File: config.mk
export PLATFORM = sky130hd
export DESIGN_NAME = banked_memory_mapper
export DESIGN_NICKNAME = d
export VERILOG_FILES = /design/src/bmm_pkg.sv /design/src/bmm_state.sv /design/src/bmm_map.sv /design/src/banked_memory_mapper.sv
export SDC_FILE = /design/constraint.sdc
export NUM_CORES = 1
export LEC_CHECK = 0
export BUFFER_PORTS_ARGS = -buffer_cell sky130_fd_sc_hd__clkbuf_2
export CAP_MARGIN = 20
export CORE_MARGIN = 2
export CORE_UTILIZATION = 39
export CTS_BUF_LIST = sky130_fd_sc_hd__clkbuf_16
export DETAILED_ROUTE_END_ITERATION = 12
export GPL_TIMING_DRIVEN = 0
export HOLD_SLACK_MARGIN = 0.03
export PLACE_DENSITY = 0.66
export SLEW_MARGIN = 10
export SYNTH_ARGS = -nofsm -noshare
export SYNTH_HDL_FRONTEND = slang
export SYNTH_SLANG_ARGS = --single-unit
export TNS_END_PERCENT = 30
File: constraint.sdc
create_clock -name i_clk -period 4.7 [get_ports i_clk]
set_input_delay 0.235 -clock i_clk [delete_from_list [all_inputs] [get_ports i_clk]]
set_output_delay 0.235 -clock i_clk [all_outputs]
set_load 0.02 [all_outputs]
File: src/bmm_pkg.sv
package bmm_pkg;

    typedef enum logic [1:0] {
        OP_IO_WRITE  = 2'd0,
        OP_MEM_READ  = 2'd1,
        OP_MEM_WRITE = 2'd2,
        OP_NONE      = 2'd3
    } t_op;

    localparam logic [1:0] SRC_RAM       = 2'd0;
    localparam logic [1:0] SRC_LOWER_ROM = 2'd1;
    localparam logic [1:0] SRC_UPPER_ROM = 2'd2;

    localparam logic [3:0] RAM_SIZE_RESET = 4'd2;

    // RAM config bits 5..3 hold the encoded expansion bank, 2..0 the table row
    typedef struct packed {
        logic [5:0] ram_ctl;
        logic [2:0] exp_bank;
    } t_bank_cfg;

    typedef struct packed {
        logic       lower_rom_off;
        logic       upper_rom_off;
        t_bank_cfg  bank;
        logic [7:0] upper_rom_sel;
    } t_map_state;

    typedef struct packed {
        logic [1:0]  source;
        logic [5:0]  ram_block;
        logic [13:0] offset;
        logic [7:0]  rom_number;
    } t_map_result;

    function automatic t_bank_cfg normalize_bank(input logic [3:0] size_64k,
                                                 input t_bank_cfg cur);
        t_bank_cfg  res;
        logic [3:0] limit;
        logic [2:0] want;
        res   = cur;
        limit = size_64k - 4'd2;
        want  = cur.exp_bank;
        if (size_64k <= 4'd1) begin
            res.ram_ctl  = '0;
            res.exp_bank = '0;
        end else begin
            if ({1'b0, cur.ram_ctl[5:3]} <= limit) begin
                want = cur.ram_ctl[5:3];
            end
            if ({1'b0, want} > limit) begin
                want = '0;
            end
            res.exp_bank = want;
        end
        return res;
    endfunction

    // 16K block for each slot; values 4..7 select inside the expansion bank
    function automatic logic [2:0] bank_lookup(input logic [2:0] cfg,
                                               input logic [1:0] slot);
        logic [11:0] row;
        case (cfg)
            3'd0:    row = {3'd3, 3'd2, 3'd1, 3'd0};
            3'd1:    row = {3'd7, 3'd2, 3'd1, 3'd0};
            3'd2:    row = {3'd7, 3'd6, 3'd5, 3'd4};
            3'd3:    row = {3'd7, 3'd2, 3'd3, 3'd0};
            3'd4:    row = {3'd3, 3'd2, 3'd4, 3'd0};
            3'd5:    row = {3'd3, 3'd2, 3'd5, 3'd0};
            3'd6:    row = {3'd3, 3'd2, 3'd6, 3'd0};
            default: row = {3'd3, 3'd2, 3'd7, 3'd0};
        endcase
        return row[slot * 3 +: 3];
    endfunction

endpackage

File: src/bmm_state.sv
module bmm_state (
    input  logic                  i_clk,
    input  logic                  i_rst_n,
    input  logic                  i_cfg_we,
    input  logic [3:0]            i_cfg_ram_size_64k,
    input  logic                  i_io_we,
    input  logic [7:0]            i_port_high,
    input  logic [7:0]            i_data_value,
    output bmm_pkg::t_map_state   o_state,
    output logic                  o_irq_clear
);
    import bmm_pkg::*;

    logic [3:0] r_ram_size;
    logic [3:0] n_ram_size;
    t_map_state r_state;
    t_map_state n_state;
    logic       rom_hit;
    logic       ram_hit;
    logic       upper_hit;
    t_bank_cfg  bank_tmp;

    assign rom_hit   = (i_port_high[7:6] == 2'b01) && (i_data_value[7:6] == 2'b10);
    assign ram_hit   = !i_port_high[7] && (i_data_value[7:6] == 2'b11);
    assign upper_hit = !i_port_high[5];

    always_comb begin
        n_state    = r_state;
        n_ram_size = r_ram_size;
        bank_tmp   = r_state.bank;
        if (i_cfg_we) begin
            n_ram_size   = i_cfg_ram_size_64k;
            n_state.bank = normalize_bank(i_cfg_ram_size_64k, r_state.bank);
        end else if (i_io_we) begin
            if (rom_hit) begin
                n_state.lower_rom_off = i_data_value[2];
                n_state.upper_rom_off = i_data_value[3];
                bank_tmp = normalize_bank(r_ram_size, bank_tmp);
            end
            if (ram_hit) begin
                bank_tmp.ram_ctl  = i_data_value[5:0];
                bank_tmp.exp_bank = i_data_value[5:3];
                bank_tmp = normalize_bank(r_ram_size, bank_tmp);
            end
            n_state.bank = bank_tmp;
            if (upper_hit) begin
                n_state.upper_rom_sel = i_data_value;
            end
        end
    end

    always_ff @(posedge i_clk) begin
        if (!i_rst_n) begin
            r_ram_size <= RAM_SIZE_RESET;
            r_state    <= '0;
        end else begin
            r_ram_size <= n_ram_size;
            r_state    <= n_state;
        end
    end

    assign o_state     = r_state;
    assign o_irq_clear = rom_hit && i_data_value[4];

endmodule

File: src/bmm_map.sv
module bmm_map (
    input  logic [1:0]            i_op,
    input  logic [15:0]           i_address,
    input  bmm_pkg::t_map_state   i_state,
    output bmm_pkg::t_map_result  o_result
);
    import bmm_pkg::*;

    t_op        op;
    logic [1:0] slot;
    logic [2:0] entry;
    logic [3:0] bank_base;

    assign op        = t_op'(i_op);
    assign slot      = i_address[15:14];
    assign entry     = bank_lookup(i_state.bank.ram_ctl[2:0], slot);
    assign bank_base = {1'b0, i_state.bank.exp_bank} + 4'd1;

    always_comb begin
        o_result = '0;
        case (op)
            OP_MEM_READ, OP_MEM_WRITE: begin
                o_result.offset = i_address[13:0];
                if (op == OP_MEM_READ && slot == 2'd0 && !i_state.lower_rom_off) begin
                    o_result.source = SRC_LOWER_ROM;
                end else if (op == OP_MEM_READ && slot == 2'd3
                             && !i_state.upper_rom_off) begin
                    o_result.source     = SRC_UPPER_ROM;
                    o_result.rom_number = i_state.upper_rom_sel;
                end else if (!entry[2]) begin
                    o_result.source    = SRC_RAM;
                    o_result.ram_block = {4'd0, entry[1:0]};
                end else begin
                    o_result.source    = SRC_RAM;
                    o_result.ram_block = {bank_base, entry[1:0]};
                end
            end
            default: begin
                o_result = '0;
            end
        endcase
    end

endmodule

File: src/banked_memory_mapper.sv
// Two register stages; one item per cycle unless the output stalls. The input
// register feeds the translation logic and the banking state, which update
// together into the output register; an item leaves the input register when
// the output register can take it. Configuration writes are always ready.
// Reset (synchronous, active low): pipeline empty, RAM size 2, ROMs enabled,
// RAM config, expansion bank and upper ROM number zero.
module banked_memory_mapper (
    input  logic        i_clk,
    input  logic        i_rst_n,
    input  logic        i_in_valid,
    output logic        o_in_stall,
    input  logic [1:0]  i_op,
    input  logic [7:0]  i_port_high,
    input  logic [7:0]  i_data_value,
    input  logic [15:0] i_address,
    output logic        o_out_valid,
    input  logic        i_out_stall,
    output logic [1:0]  o_source,
    output logic [5:0]  o_ram_block,
    output logic [13:0] o_offset,
    output logic [7:0]  o_rom_number,
    output logic        o_irq_clear,
    input  logic        i_cfg_valid,
    output logic        o_cfg_ready,
    input  logic [3:0]  i_cfg_ram_size_64k
);
    import bmm_pkg::*;

    logic        r_s1_valid;
    logic [1:0]  r_s1_op;
    logic [7:0]  r_s1_port_high;
    logic [7:0]  r_s1_data_value;
    logic [15:0] r_s1_address;
    logic        r_out_valid;
    t_map_result r_out;
    logic        r_out_irq;
    logic        s1_adv;
    logic        in_take;
    logic        io_we;
    logic        irq_hit;
    t_map_state  map_state;
    t_map_result map_res;

    assign s1_adv     = !r_out_valid || !i_out_stall;
    assign o_in_stall = r_s1_valid && !s1_adv;
    assign in_take    = i_in_valid && !o_in_stall;
    assign io_we      = r_s1_valid && s1_adv && (t_op'(r_s1_op) == OP_IO_WRITE);
    assign o_cfg_ready = 1'b1;

    bmm_state u_state (
        .i_clk              (i_clk),
        .i_rst_n            (i_rst_n),
        .i_cfg_we           (i_cfg_valid && o_cfg_ready),
        .i_cfg_ram_size_64k (i_cfg_ram_size_64k),
        .i_io_we            (io_we),
        .i_port_high        (r_s1_port_high),
        .i_data_value       (r_s1_data_value),
        .o_state            (map_state),
        .o_irq_clear        (irq_hit)
    );

    bmm_map u_map (
        .i_op      (r_s1_op),
        .i_address (r_s1_address),
        .i_state   (map_state),
        .o_result  (map_res)
    );

    always_ff @(posedge i_clk) begin
        if (!i_rst_n) begin
            r_s1_valid  <= 1'b0;
            r_out_valid <= 1'b0;
        end else begin
            if (in_take) begin
                r_s1_valid <= 1'b1;
            end else if (s1_adv) begin
                r_s1_valid <= 1'b0;
            end
            if (s1_adv) begin
                r_out_valid <= r_s1_valid;
            end
        end
    end

    always_ff @(posedge i_clk) begin
        if (in_take) begin
            r_s1_op         <= i_op;
            r_s1_port_high  <= i_port_high;
            r_s1_data_value <= i_data_value;
            r_s1_address    <= i_address;
        end
        if (s1_adv && r_s1_valid) begin
            r_out     <= map_res;
            r_out_irq <= io_we && irq_hit;
        end
    end

    assign o_out_valid  = r_out_valid;
    assign o_source     = r_out.source;
    assign o_ram_block  = r_out.ram_block;
    assign o_offset     = r_out.offset;
    assign o_rom_number = r_out.rom_number;
    assign o_irq_clear  = r_out_irq;

endmodule
==> out/metrics.yaml <==
drt.antenna.violating_nets: 0
synth.net_count: 347
postCtsSetupBuffers: 0
net_count_reported_at_finish: 429
floorplan.die.height_um: 102
timing_max_transition_violations_final: 0
vias_per_cell: 4.72
initial_core_util: 0.403
yosys.cell_types.count: 49
routability_congestion_estimate_from_global_placement: 0.874
area.growth.synth_to_final_pct: 22.3
synthDominantAreaCellType: "sky130_fd_sc_hd__edfxtp_1"
skew_ns: 0.00444
totalNegativeSetupSlack_ns: 0
final_min_period_over_clock_period: 0.739
syn-instance-count: 287
vias_after_detailed_routing: 2375
n_antenna_cell: 0
finalWirelength_um: 7020
irDropWorstVdd_v: 0.000220
maximum_number_of_pins_on_one_net_before_global_route_repair: 30
avgSynthCellArea_um2: 13.0
worst_hold_path.endpoint: "r_s1_address[9]$_DFFE_PP_"
remaining_drc_errors: 0
clock.fmax_ghz: 0.288
netlist_top_cells_area: "sky130_fd_sc_hd__edfxtp_1 48%, sky130_fd_sc_hd__dfxtp_1 13%, sky130_fd_sc_hd__ha_1 5.7%, sky130_fd_sc_hd__mux2i_1 4.3%, sky130_fd_sc_hd__and2_1 3.7%"
rr_worst_depth: 13
max_slew_margin: 0.438
setup_viol: 0
ys_dominant_reg_cell: "sky130_fd_sc_hd__edfxtp_1"
worst_ep_arrival_time_ns: 3.69
cts-buffers-inserted: 9
regToRegEndpoint: "u_state.o_state[10]$_SDFFE_PN0P_"
worstSkewPairLatency_ns: 0.33
cts_repair_resize_count: 0
cts.clk_slew.worst_paths_ns: 0.06
yosysWarningCount: 0
number_of_cells_on_the_worst_hold_path: 1
synthesis.area_um2: 3730
groute.usage.overall: 0.142
cts_hold_buf: 0
reg2reg_setup_slack_ns: 1.23
cts_max_path_buffers: 2
design.core.area_um2: 9240
layoutNonFillerInstCount: 503
initial_drt_pass_iterations: 4
r2r_start: "u_state.r_ram_size[1]$_SDFFE_PN1P_"
boundaryPins: 77
cap_viol_max_count: 0
synth_top_cell_area_share: 0.484
cts_max_level: 3
edff_count_synth: 60
clk_root_buffer_cell: "sky130_fd_sc_hd__clkbuf_16"
crit_type: "reg -> reg"
die_area_um2: 10400
width_of_the_chip_um: 102
layout-drive-gt1-share: 0.273
num_rows: 35
globalRoute.totalOverflow: 0
critical_path_peak_fanout: 9
hp-class: "in -> reg"
worst_setup_path_start_kind: "flop"
postLayoutCoreUtil: 0.493
port-buffer-count: 70
worst_hold_startpoint: "i_address[9]"
detailed_place_hpwl_um: 5340
leakage_nw: 1.87
detail_route.wl_per_cell_um: 14.0
worst_setup_path_end_kind: "flop"
power_density_nw_per_um2: 361
synth-seq-cells: 85
dp_cells: 487
cts_num_sinks: 85
finalHoldViolCount: 0
slew_at_the_pin_closest_to_its_max_slew_limit_ns: 0.842
via_count_of_the_first_global_routing_pass: 2226
cts_tree: "built"
drt_first_iter_violations: 101
outcome: "finished clean"
rsz0062_at_grt: "no"
antenna_found_initial: 0
post-route-min-period_ns: 3.47
critPathRequiredTime_ns: 4.92
fraction_of_registers_with_async_set_reset: 0
synth-seq-area-share: 0.618
grt_pass1_wl_um: 11100
==> kinds of logic after synthesis <==
family / Yosys count / share of synthesized area
other cells: 1 / 0.00101
simple gates: 93 / 0.144
fa+ha+maj: 17 / 0.0571
buf+inv: 27 / 0.0289
xor+xnor: 4 / 0.0114
compound gates: 43 / 0.0930
flops: 85 / 0.618
mux: 17 / 0.0470
==> metal layers <==
metal | share of wire | track usage
met5 | 0 | 0
met4 | 0.019 | 0.0530
met1 | 0.46 | 0.191
met2 | 0.47 | 0.219
met3 | 0.051 | 0.0407
==> state kept, by name, indices dropped and copies added, names as in the netlist <==
register            count
u_state.r_ram_size      4
o_source                2
o_out_valid             1
r_s1_data_value         8
r_s1_port_high          3
r_s1_valid              1
r_s1_address           16
o_offset               14
u_state.o_state        19
o_irq_clear             1
r_s1_op                 2
o_ram_block             6
o_rom_number            8
==> cells in the mapped netlist (2+ instances only) <==
library cell,n
sky130_fd_sc_hd__nand3_1,5
sky130_fd_sc_hd__mux2i_1,16
sky130_fd_sc_hd__o211ai_1,2
sky130_fd_sc_hd__edfxtp_1,60
sky130_fd_sc_hd__o221a_1,2
sky130_fd_sc_hd__a31oi_1,2
sky130_fd_sc_hd__dfxtp_1,25
sky130_fd_sc_hd__ha_1,17
sky130_fd_sc_hd__xnor2_1,3
sky130_fd_sc_hd__nor2b_1,22
sky130_fd_sc_hd__a21o_1,2
sky130_fd_sc_hd__nor2_1,11
sky130_fd_sc_hd__buf_2,2
sky130_fd_sc_hd__a21boi_0,3
sky130_fd_sc_hd__clkbuf_1,6
sky130_fd_sc_hd__o21a_1,2
sky130_fd_sc_hd__nand2_1,15
sky130_fd_sc_hd__nor3_1,6
sky130_fd_sc_hd__and3_1,4
sky130_fd_sc_hd__a21oi_1,6
sky130_fd_sc_hd__o221ai_1,3
sky130_fd_sc_hd__o31ai_1,2
sky130_fd_sc_hd__o21ai_0,5
sky130_fd_sc_hd__and2_1,22
sky130_fd_sc_hd__a22oi_1,4
sky130_fd_sc_hd__inv_1,17
==> stage by stage <==
step / area [um2] / worst slack, ns / total power [mW] / hold WS (ns)
after floorplan: 3730 / 1.60 / 0.968 / 0.334
after global placement: 4240 / 1.27 / 1.02 / 0.412
after detailed placement: 4280 / 1.25 / 1.03 / 0.414
after CTS: 4560 / 1.22 / 1.67 / 0.0630
after global routing: 4560 / 0.971 / 1.72 / 0.0618
final: 4560 / 1.23 / 1.65 / 0.0752
==> where the power goes <==
part	internal, mW	leakage (nW)	switching (mW)
registers	0.839	0.782	0.0169
logic	0.0637	0.957	0.0907
clock network	0.358	0.129	0.278
total	1.26	1.87	0.385
==> cell type report <==
class	count	area, um2
fill	830	4680
sequential	85	2300
multi-input combinational	175	1330
timing repair buffer	71	378
clock buffer	9	225
tap	129	161
inverter	17	63.8
clock inverter	7	50.0
buffer	10	43.8
==> worst max-delay path by stage <==
stage	start	to	slack, ns	cells past startpoint
finish	u_state.r_ram_size[1]$_SDFFE_PN1P_	u_state.o_state[10]$_SDFFE_PN0P_	1.23	13
global route	u_state.r_ram_size[1]$_SDFFE_PN1P_	u_state.o_state[10]$_SDFFE_PN0P_	0.97	13
CTS	u_state.r_ram_size[1]$_SDFFE_PN1P_	u_state.o_state[10]$_SDFFE_PN0P_	1.22	13
detailed placement	u_state.r_ram_size[1]$_SDFFE_PN1P_	u_state.o_state[10]$_SDFFE_PN0P_	1.25	13
global placement	u_state.r_ram_size[1]$_SDFFE_PN1P_	u_state.o_state[10]$_SDFFE_PN0P_	1.27	13
floorplan	u_state.r_ram_size[1]$_SDFFE_PN1P_	u_state.o_state[10]$_SDFFE_PN0P_	1.60	13
==> critical path: stages (launching register included) <==
cell	delay [ns]
sky130_fd_sc_hd__dfxtp_1	0.46
sky130_fd_sc_hd__inv_1	0.10
sky130_fd_sc_hd__ha_1	0.28
sky130_fd_sc_hd__buf_2	0.20
sky130_fd_sc_hd__nor3_1	0.11
sky130_fd_sc_hd__o41ai_4	0.36
sky130_fd_sc_hd__mux2_4	0.34
sky130_fd_sc_hd__ha_1	0.29
sky130_fd_sc_hd__nor2b_1	0.14
sky130_fd_sc_hd__a2bb2oi_1	0.20
sky130_fd_sc_hd__o21ai_0	0.10
sky130_fd_sc_hd__a211oi_1	0.43
sky130_fd_sc_hd__nor3_1	0.12
sky130_fd_sc_hd__o221a_2	0.24
==> placed cells by master (no fill, tap or decap), drive strengths merged, types with 5 or more instances in the layout <==
cell / instances
nor3: 6
a21oi: 6
and2: 22
clkbuf: 85
mux2i: 16
nor2b: 22
o21ai: 5
dfxtp: 25
nand3: 5
inv: 18
ha: 17
nand2: 15
nor2: 11
edfxtp: 60
buf: 5
(Power assumes the default switching activity.)
